===== config.mk =====
export PLATFORM = sky130hd
export DESIGN_NAME = tmp_delay
export DESIGN_NICKNAME = d
export VERILOG_FILES = /design/src/hw/rtl/trapezoid_motion_profile_macros.svh /design/src/hw/rtl/tmp_pkg.sv /design/src/hw/rtl/tmp_delay.sv
export SDC_FILE = /design/constraint.sdc
export NUM_CORES = 1
export LEC_CHECK = 0
export ABC_CLOCK_PERIOD_IN_PS = 900
export CAP_MARGIN = 20
export CORE_MARGIN = 3
export CORE_UTILIZATION = 46
export CTS_CLUSTER_DIAMETER = 200
export DETAILED_ROUTE_END_ITERATION = 8
export DONT_BUFFER_PORTS = 1
export PLACE_DENSITY_LB_ADDON = 0.15
export SLEW_MARGIN = 25
export SYNTH_ARGS = -nofsm -noshare
export SYNTH_HDL_FRONTEND = slang
export SYNTH_SLANG_ARGS = --single-unit

===== constraint.sdc =====
create_clock -name clock -period 0.9 [get_ports clock]
set_input_delay 0.135 -clock clock [delete_from_list [all_inputs] [get_ports clock]]
set_output_delay 0.135 -clock clock [all_outputs]
set_load 0.05 [all_outputs]

===== src/hw/rtl/trapezoid_motion_profile_macros.svh =====
// Assertion macros used by the profile RTL.
`ifndef TRAPEZOID_MOTION_PROFILE_MACROS_SVH
`define TRAPEZOID_MOTION_PROFILE_MACROS_SVH

// same-cycle implication
`define TMP_ASSERT_NOW(label, clk, rst, ante, cons) \
   label: assert property (@(posedge clk) disable iff (rst) (ante) |-> (cons)) \
      else $error("trapezoid profile check failed");

// next-cycle implication
`define TMP_ASSERT_NXT(label, clk, rst, ante, cons) \
   label: assert property (@(posedge clk) disable iff (rst) (ante) |=> (cons)) \
      else $error("trapezoid profile check failed");

`endif


===== src/hw/rtl/tmp_pkg.sv =====
// Types and constants of the trapezoidal motion profile block.
package tmp_pkg;

   localparam int FRAC_BITS_DEF = 16;
   localparam int CSR_IDX_W     = 1;
   localparam int CSR_DATA_W    = 32;
   localparam int SQRT_STAGES   = 32;

   localparam logic [CSR_IDX_W-1:0] CSR_MAX_VELOCITY = 1'b0;
   localparam logic [CSR_IDX_W-1:0] CSR_ACCELERATION = 1'b1;

   typedef enum logic [1:0] {
      PH_ACCEL   = 2'd0,
      PH_CRUISE  = 2'd1,
      PH_DECEL   = 2'd2,
      PH_ARRIVED = 2'd3
   } phase_type;

   typedef struct packed {
      logic signed [31:0] start_position;
      logic signed [31:0] target_position;
      logic        [31:0] elapsed_time;
   } req_word_type;

   typedef struct packed {
      logic signed [31:0] setpoint_position;
      phase_type          phase;
   } rsp_word_type;

   // per-word context carried down the pipeline
   typedef struct packed {
      logic signed [31:0] start_position;
      logic signed [31:0] target_position;
      logic        [31:0] elapsed_time;
      logic        [31:0] velocity;
      logic        [31:0] accel;
      logic        [31:0] distance;
      logic               pos_dir;
      logic               trap;
   } eval_ctx_type;

endpackage


===== src/hw/rtl/tmp_delay.sv =====
// Shift line that carries a valid bit and side data alongside a long unit.
module tmp_delay import tmp_pkg::*; #(
   parameter int W     = 8,
   parameter int DEPTH = 4
) (
   input  logic         clock,
   input  logic         reset,
   input  logic         en,
   input  logic         vld_in,
   input  logic [W-1:0] dat_in,
   output logic         vld_out,
   output logic [W-1:0] dat_out
);

   logic         vld_ff [DEPTH];
   logic [W-1:0] dat_ff [DEPTH];

   always_ff @(posedge clock) begin
      if (reset) begin
         for (int i = 0; i < DEPTH; i++) vld_ff[i] <= 1'b0;
      end else if (en) begin
         vld_ff[0] <= vld_in;
         for (int i = 1; i < DEPTH; i++) vld_ff[i] <= vld_ff[i-1];
      end
   end

   always_ff @(posedge clock) begin
      if (en) begin
         dat_ff[0] <= dat_in;
         for (int i = 1; i < DEPTH; i++) dat_ff[i] <= dat_ff[i-1];
      end
   end

   assign vld_out = vld_ff[DEPTH-1];
   assign dat_out = dat_ff[DEPTH-1];

endmodule


==> impl_metrics.ini <==
[run_status]
outcome = finished with violations
violations = hold timing, setup timing

[clock_network]
clockBufferDepth = 2
cts_buffers = 5
path_clk_slew_ns = 0.09
numClockSinks = 36
ctsHoldBuffers = 8
clkLatencyLatePin_ns = 0.32
ctsHtreeMaxLevel = 2
cts-root-buf = clkbuf_4
tritoncts = built

[logic_synthesis]
netlist_instances = 41
synth.area.top_cells = edfxtp_1 (96%), and3b_1 (3.1%), or2_1 (0.56%)
yosysMostFrequentCell = edfxtp_1
synth_fa_ha_area_share_pct = 0
yosysSeqAreaShare_pct = 96.3
yosys.area_share.simple_pct = 3.68
yosysWarnings = 0
synth_top_family_by_area = simple AND/OR/NAND/NOR gates
synth-xor-area-share_pct = 0
synth_nets = 53
synth_compound_area_share_pct = 0
syn_area_um2 = 1120
ys_ff_latch = 36
syn_avg_cell_area_um2 = 27.4
synthTopCellsByCount = edfxtp_1 (36), and3b_1 (4), or2_1 (1)
synth_edf_count = 36
ys_types = 3
ys.flop_type = edfxtp_1
synth_top_area_share_pct = 96.3
async_reset_ff_share_pct = 0
synth_top_area_cell = edfxtp_1
synthMuxAreaShare_pct = 0

[timing]
period_share_pct = 113
drv_slew = 0
finClkSkew_ns = 0.00792
max_freq_mhz = 985
whs_ns = -0.0820
hold_viol = 32
fin_crit_ns = 1.02
tightest_slew_ns = 0.168
grt_setup_unrepaired = yes
slew_headroom_pct = 88.8
setup_violations = 9
setup_ws_ns = -0.116

[placed_design]
finalWeightedCongestion = 0.627
place_ws_ns = 0.121
place_inst = 78
placedInstanceArea_um2 = 1220
io_buffers = 0

[finish]
stdcell_area_um2 = 1380
drive_gt1_share_pct = 21.5
fillerInstances = 173
diodes = 0
fin_cells = 93
nets = 77
area.growth.synth_to_final_pct = 23.3

[worst_hold_path]
hold_path.class = in2reg

[power]
finalPower_mw = 2.89
powerDensity_nw_per_um2 = 2090
vdd_ir_drop_max_mv = 1.46
p_leak_nw = 0.502

[detailed_routing]
post-route-drc-count = 0
vias = 463
first_pass_iters = 3
routed_wl_um = 1240
vias_per_cell = 4.98
drt_iter0_drc = 9
wl_per_cell_um = 13.3
drtAntennaViolNets = 0

[global_routing]
antenna_found_initial = 0
grt_overflow = 0
grt_pass1_vias = 457
grt_pass1_wl_um = 2060
grt_start_max_net_pins = 38
grt.total_usage_pct = 9.70

[critical_path]
crit_chain = buf_6
cp-end-kind = output pin
path_buf_inv = 1
path_delay_family = flip-flops
critPathSlowestCell = edfxtp_1
cp_data_arrival_time_ns = 0.88
cp-start-kind = flop
worst-setup-path-type = reg2out
required_ns = 0.76
cp_max_fo = 1
max_stage_delay_ns = 0.39

[floorplanning]
dieWidth_um = 55.4
start_util_pct = 49.8
io-pin-count = 21
rows = 17
die_h_um = 55.4
fp.coreArea_um2 = 2250
dieArea_um2 = 3070

[flow_run]
drv_cap = 0
## layout by cell type (no fill, tap or decap), drive strengths merged
cell and count:
and3b 4, buf 9, clkbuf 5, clkinv 2, dlygate4sd3 8, edfxtp 36
or2 1
## through the flow
step / TNS, ns / util (%)
2_1_floorplan: 0 / -
3_3_place_gp: 0 / 54.3
3_5_place_dp: 0 / 54.3
4_1_cts: -1.22 / 61.4
5_1_grt: -1.47 / 61.4
6_report: -0.960 / 61.4
## final cells by class
| cell class | instances | area [um^2] | share of cell area (%) |
|---|---|---|---|
| clock inverters | 2 | 7.51 | 0.542 |
| multi-input cells | 5 | 41.3 | 2.98 |
| flip-flops and latches | 36 | 1080 | 78.1 |
| repair buffers | 17 | 181 | 13.1 |
| clock buffers | 5 | 37.5 | 2.71 |
| well taps | 28 | 35.0 | 2.53 |
## repair_timing
action | in CTS | in global routing
endpoints found under the hold margin | 40 | 32
setup endpoints to repair | 9 | 9
gates cloned | 0 | 0
buffers inserted | 0 | 0
pin swaps | 0 | 0
gates resized for setup | 9 | 0
## metal layers
layer / wire, um / global-route usage, % / vias to the layer above
li1: - / - / 213
met1: 466 / 9.76 / 222
met2: 612 / 13.2 / 24
met3: 125 / 5.61 / 4
met4: 35 / 10.4 / 0
met5: 0 / 0 / -
## state kept, by name (all words and copies together), names as in the netlist
register  count
dat_ff       32
vld_ff        4
## path summary, 6_finish.rpt
check / end / start / slack, ns / cells past startpoint
worst min register to register: dat_ff[2][3]$_DFFE_PP_ / dat_ff[1][3]$_DFFE_PP_ / 0.42 / 0
worst max-delay path: dat_out[5] / dat_ff[3][5]$_DFFE_PP_ / -0.12 / 1
worst max register to register: vld_ff[0][2]$_SDFFCE_PN0P_ / vld_ff[0][1]$_SDFFCE_PN0P_ / 0.12 / 1
worst min-delay path: dat_ff[1][3]$_DFFE_PP_ / en / -0.08 / 0
## cell families (layout without fill, tap and decap cells)
logic type    after synthesis  after routing
flops                      36             36
simple gates                5              5
buf+inv                     0             24
## power breakdown
part / internal, mW / leakage [nW] / switching [mW]
Combinational: 0.0712 / 0.119 / 0.0980
Sequential: 1.97 / 0.357 / 0.0295
Clock: 0.272 / 0.0261 / 0.445
(Power assumes the default switching activity.)
