File: config.mk
export PLATFORM = sky130hd
export DESIGN_NAME = tmp_sqrt
export DESIGN_NICKNAME = d
export VERILOG_FILES = /design/src/hw/rtl/trapezoid_motion_profile_macros.svh /design/src/hw/rtl/tmp_pkg.sv /design/src/hw/rtl/tmp_sqrt.sv
export SDC_FILE = /design/constraint.sdc
export NUM_CORES = 2
export LEC_CHECK = 0
export CAP_MARGIN = 20
export CORE_MARGIN = 4
export CORE_UTILIZATION = 45
export DETAILED_ROUTE_END_ITERATION = 10
export DONT_BUFFER_PORTS = 1
export SLEW_MARGIN = 20
export SYNTH_ARGS = -nofsm -noshare
export SYNTH_HDL_FRONTEND = slang
export SYNTH_MEMORY_MAX_BITS = 65536
export SYNTH_SLANG_ARGS = --single-unit
File: constraint.sdc
create_clock -name clock -period 3.55 [get_ports clock]
set_input_delay 0.5325 -clock clock [delete_from_list [all_inputs] [get_ports clock]]
set_output_delay 0.5325 -clock clock [all_outputs]
set_load 0.1 [all_outputs]
File: src/hw/rtl/trapezoid_motion_profile_macros.svh
// Assertion macros used by the profile RTL.
`ifndef TRAPEZOID_MOTION_PROFILE_MACROS_SVH
`define TRAPEZOID_MOTION_PROFILE_MACROS_SVH

// same-cycle implication
`define TMP_ASSERT_NOW(label, clk, rst, ante, cons) \
   label: assert property (@(posedge clk) disable iff (rst) (ante) |-> (cons)) \
      else $error("trapezoid profile check failed");

// next-cycle implication
`define TMP_ASSERT_NXT(label, clk, rst, ante, cons) \
   label: assert property (@(posedge clk) disable iff (rst) (ante) |=> (cons)) \
      else $error("trapezoid profile check failed");

`endif

File: src/hw/rtl/tmp_pkg.sv
// Types and constants of the trapezoidal motion profile block.
package tmp_pkg;

   localparam int FRAC_BITS_DEF = 16;
   localparam int CSR_IDX_W     = 1;
   localparam int CSR_DATA_W    = 32;
   localparam int SQRT_STAGES   = 32;

   localparam logic [CSR_IDX_W-1:0] CSR_MAX_VELOCITY = 1'b0;
   localparam logic [CSR_IDX_W-1:0] CSR_ACCELERATION = 1'b1;

   typedef enum logic [1:0] {
      PH_ACCEL   = 2'd0,
      PH_CRUISE  = 2'd1,
      PH_DECEL   = 2'd2,
      PH_ARRIVED = 2'd3
   } phase_type;

   typedef struct packed {
      logic signed [31:0] start_position;
      logic signed [31:0] target_position;
      logic        [31:0] elapsed_time;
   } req_word_type;

   typedef struct packed {
      logic signed [31:0] setpoint_position;
      phase_type          phase;
   } rsp_word_type;

   // per-word context carried down the pipeline
   typedef struct packed {
      logic signed [31:0] start_position;
      logic signed [31:0] target_position;
      logic        [31:0] elapsed_time;
      logic        [31:0] velocity;
      logic        [31:0] accel;
      logic        [31:0] distance;
      logic               pos_dir;
      logic               trap;
   } eval_ctx_type;

endpackage

File: src/hw/rtl/tmp_sqrt.sv
// Pipelined integer square root of a 64-bit value, one root bit per stage.
module tmp_sqrt import tmp_pkg::*; (
   input  logic        clock,
   input  logic        en,
   input  logic [63:0] x_in,
   output logic [31:0] root_out
);

   localparam int RW = 36;
   localparam int XW = 64;
   localparam int QW = 32;

   logic [RW-1:0] rem_ff  [SQRT_STAGES];
   logic [QW-1:0] root_ff [SQRT_STAGES];
   logic [XW-1:0] xs_ff   [SQRT_STAGES];
   logic [RW-1:0] rem_in  [SQRT_STAGES];
   logic [QW-1:0] root_in [SQRT_STAGES];
   logic [XW-1:0] xs_in   [SQRT_STAGES];

   always_comb begin
      logic [RW-1:0] rp;
      logic [RW-1:0] rs;
      logic [RW-1:0] trial;
      logic [QW-1:0] qp;
      logic [XW-1:0] xp;
      logic          ge;
      for (int i = 0; i < SQRT_STAGES; i++) begin
         if (i == 0) begin
            rp = '0;
            qp = '0;
            xp = x_in;
         end else begin
            rp = rem_ff[i-1];
            qp = root_ff[i-1];
            xp = xs_ff[i-1];
         end
         rs         = {rp[RW-3:0], xp[XW-1 -: 2]};
         trial      = RW'({qp, 2'b01});
         ge         = rs >= trial;
         rem_in[i]  = ge ? rs - trial : rs;
         root_in[i] = {qp[QW-2:0], ge};
         xs_in[i]   = {xp[XW-3:0], 2'b00};
      end
   end

   always_ff @(posedge clock) begin
      if (en) begin
         for (int i = 0; i < SQRT_STAGES; i++) begin
            rem_ff[i]  <= rem_in[i];
            root_ff[i] <= root_in[i];
            xs_ff[i]   <= xs_in[i];
         end
      end
   end

   assign root_out = root_ff[SQRT_STAGES-1];

endmodule

==> results_dict.tcl <==
set metrics [dict create \
    place_ws_ns -0.0823 \
    path_cells "or4_4, or4_4, nor3_4, nand2b_2, or3_4, or3_4, nand3b_4, buf_4, mux2_4" \
    outcome "complete, no violations" \
    seqPwrFrac_pct 46.7 \
    synthCells 9251 \
    slowest_stage "or4_4" \
    yosysWarnings 0 \
    worst_slack_ns 0.0997 \
    holdPathStages 1 \
    power.switching_w 0.0243 \
    critPathTopFamily "simple AND/OR/NAND/NOR gates" \
    max_stage_delay_ns 0.56 \
    clock_sinks 2523 \
    yosysUniqueCellTypes 107 \
    synth-async-reset-ratio_pct 0 \
    hp-class "primary input to register" \
    wl_mm 246 \
    period_needed_ns 3.45 \
    grt_max_degree 144 \
    clock_latency_ns 0.86 \
    die_w_um 521 \
    grt_pass1_wl_mm 388 \
    p_leak_nw 51.1 \
    yosysSeqAreaShare_pct 63.9 \
    start_kind "register" \
    clock-skew-final_ns 0.0437 \
    synth-edff-count 2523 \
    critPathCapture "rem_ff[0][297]" \
    fin_util_pct 51.3 \
    grtUsageTotal_pct 17.6 \
    gp_congestion 0.921 \
    finalHoldViolCount 0 \
    irDropWorstVdd_uv 525 \
    avgSynthCellArea_um2 12.8 \
    drive_gt1_share_pct 8.96 \
    first_iter_violations 5209 \
    cp_num_buf_inv 1 \
    port_buffers 0 \
    hpwlAfterDp_mm 177 \
    swShare_pct 28.2 \
    critical_path.max_fanout 12 \
    post-route-period-util_pct 97.2 \
    timing.rr.end "rem_ff[0][297]" \
    drc 0 \
    clk_pin_slew_worst_paths_ns 0.06 \
    synth_fp_nets 9879 \
    fin_nets 10300 \
    finalMaxSlewViolations 0 \
    maxSlewHeadroom_pct 30.9 \
    maxCapViolCount 0 \
    synthTopCellsByCount "2523 x edfxtp_1, 705 x inv_1, 682 x nand2_1, 562 x ha_1, 537 x nor2_1" \
    crit_path_start "rem_ff[0][269]" \
    grt_setup_unrepaired "yes" \
    end_kind "register" \
    path_depth 9 \
    cts_buffers 280 \
    fmax_mhz 290 \
    vias 71900 \
    yosysMostFrequentCell "edfxtp_1" \
    p_clk_share_pct 32.8 \
    drt.antenna.violating_nets 0 \
    synthTopCellsByArea "edfxtp_1 64%, ha_1 5.9%, xnor2_1 3.1%" \
    r2r-start "rem_ff[0][269]" \
    finalPower_w 0.0862 \
    clock_path_buffers 4 \
    synth_top_area_cell "edfxtp_1" \
    via_per_inst 5.35 \
    ios 98 \
    path_class "register to register" \
    clockRootBuffer "clkbuf_16" \
    dieArea_mm2 0.272 \
    core_mm2 0.262 \
    avgRoutedWirePerCell_um 18.3 \
    reg2reg_slack_ns 0.1 \
    power_frac_comb_pct 20.5 \
    setup_viol 0 \
    initial_core_util_pct 45.2 \
    yosys_most_used_dff "edfxtp_1" \
    gr-total-overflow 0 \
    synth_top_area_share_pct 63.9 \
    crit_arrival_ns 4.05 \
    p_per_area_mw_per_mm2 640 \
    grt_pass1_vias 70800 \
    cts_tree "yes" \
    holdWs_ns 0.269 \
    dr.pass1.iters 5 \
    die_y_um 521 \
    syn_area_mm2 0.118 \
    tightest_slew_ns 1.01 \
    p_int_w 0.0619 \
    htreeDepth 5 \
    fp-row-count 188 \
    antenna_found_initial 1 \
    areaGrowthSynthToFinish_pct 13.6 \
    required_ns 4.15 \
    synth-seq-cells 2523 \
    rr_worst_depth 9 \
]
==> repair_timing <==
| action | 4_1_cts | 5_1_grt |
|---|---|---|
| setup buffers | 4 | 12 |
| hold buffers | 65 | 0 |
| gates cloned | 0 | 1 |
| endpoints found under the hold margin | 65 | 0 |
| pin swaps | 1 | 2 |
| setup endpoints to repair | 4 | 138 |
| gates resized for setup | 2 | 45 |
==> per-stage QoR <==
step | setup TNS [ns] | instance area (um^2) | std cells
after floorplan | 0 | 118000 | 9251
after global routing | -0.588 | 135000 | 13400
after detailed placement | -0.183 | 125000 | 12800
after CTS | 0 | 134000 | 13400
final | 0 | 135000 | 13400
after global placement | -0.0995 | 125000 | 12800
==> state kept, by name, indices dropped and copies added, names as in the netlist <==
register  count
rem_ff     1003
root_ff     528
xs_ff       992
==> logic make-up after synthesis <==
logic type / Yosys count / share of synthesized area, %
other: 1 / 0.00316
AO/OA/AOI/OAI: 1887 / 9.96
buffers and inverters: 931 / 3.11
XOR/XNOR: 833 / 6.16
adder cells (fa/ha/maj): 562 / 5.93
AND/OR/NAND/NOR: 2463 / 10.4
flip-flops: 2523 / 63.9
multiplexers: 51 / 0.486
==> power by group through the flow <==
stage	Combinational [W]	Sequential, W	Clock (W)
3_5_place_dp	0.0174	0.0409	0
2_1_floorplan	0.0127	0.0395	0
6_report	0.0177	0.0403	0.0282
5_1_grt	0.0197	0.0406	0.0304
4_1_cts	0.0176	0.0403	0.0292
3_3_place_gp	0.0172	0.0409	0
==> placed cells by master (no fill, tap or decap), types with 54 or more instances in the layout <==
master / synthesis / routed
xnor2_1: 423 / 423
inv_1: 705 / 705
nand2_1: 682 / 682
buf_4: 33 / 276
o21a_1: 103 / 103
o21ai_0: 498 / 494
or4_1: 58 / 54
nand2b_1: 136 / 136
clkinv_1: 1 / 59
dlygate4sd3_1: 0 / 65
nor3_1: 217 / 212
clkbuf_16: 0 / 289
xor2_1: 409 / 409
or3_1: 90 / 89
a21o_1: 225 / 225
edfxtp_1: 2523 / 2523
ha_1: 562 / 562
o31ai_1: 72 / 72
nand3_1: 168 / 166
a31oi_1: 64 / 63
nor4_1: 124 / 118
a211oi_1: 59 / 56
nor2b_1: 75 / 75
nand4_1: 103 / 103
nor2_1: 537 / 535
a21oi_1: 536 / 533
==> worst min-delay path by stage <==
stage | startpoint | slack (ns) | end
after floorplan | xs_ff[0][36] | 0.40 | xs_ff[0][100]
after global placement | xs_ff[1][548] | 0.40 | xs_ff[1][612]
after detailed placement | xs_ff[0][67] | 0.40 | xs_ff[0][131]
after CTS | en | 0.18 | rem_ff[0][325]
after global routing | en | 0.21 | rem_ff[0][324]
final | en | 0.27 | rem_ff[0][327]
==> routing by layer <==
metal  global-route usage [%]  vias to the layer above  wire (um)
met5                        0                        -          0
met4                     5.58                        0       7370
met3                     2.11                      433       9010
met2                     30.6                     1433     122000
met1                     23.0                    34800     108000
li1                         -                    35200          -
==> final cells by class <==
cell class / count / area, um^2
Fill cell: 22300 / 128000
Sequential cell: 2523 / 75800
Multi-Input combinational cell: 5797 / 39300
Clock buffer: 338 / 7390
Tap cell: 3515 / 4400
Timing Repair Buffer: 383 / 3560
Inverter: 709 / 2680
Clock inverter: 156 / 1550
Antenna cell: 2 / 5.00
No activity file was read; power rests on OpenSTA's default activity.
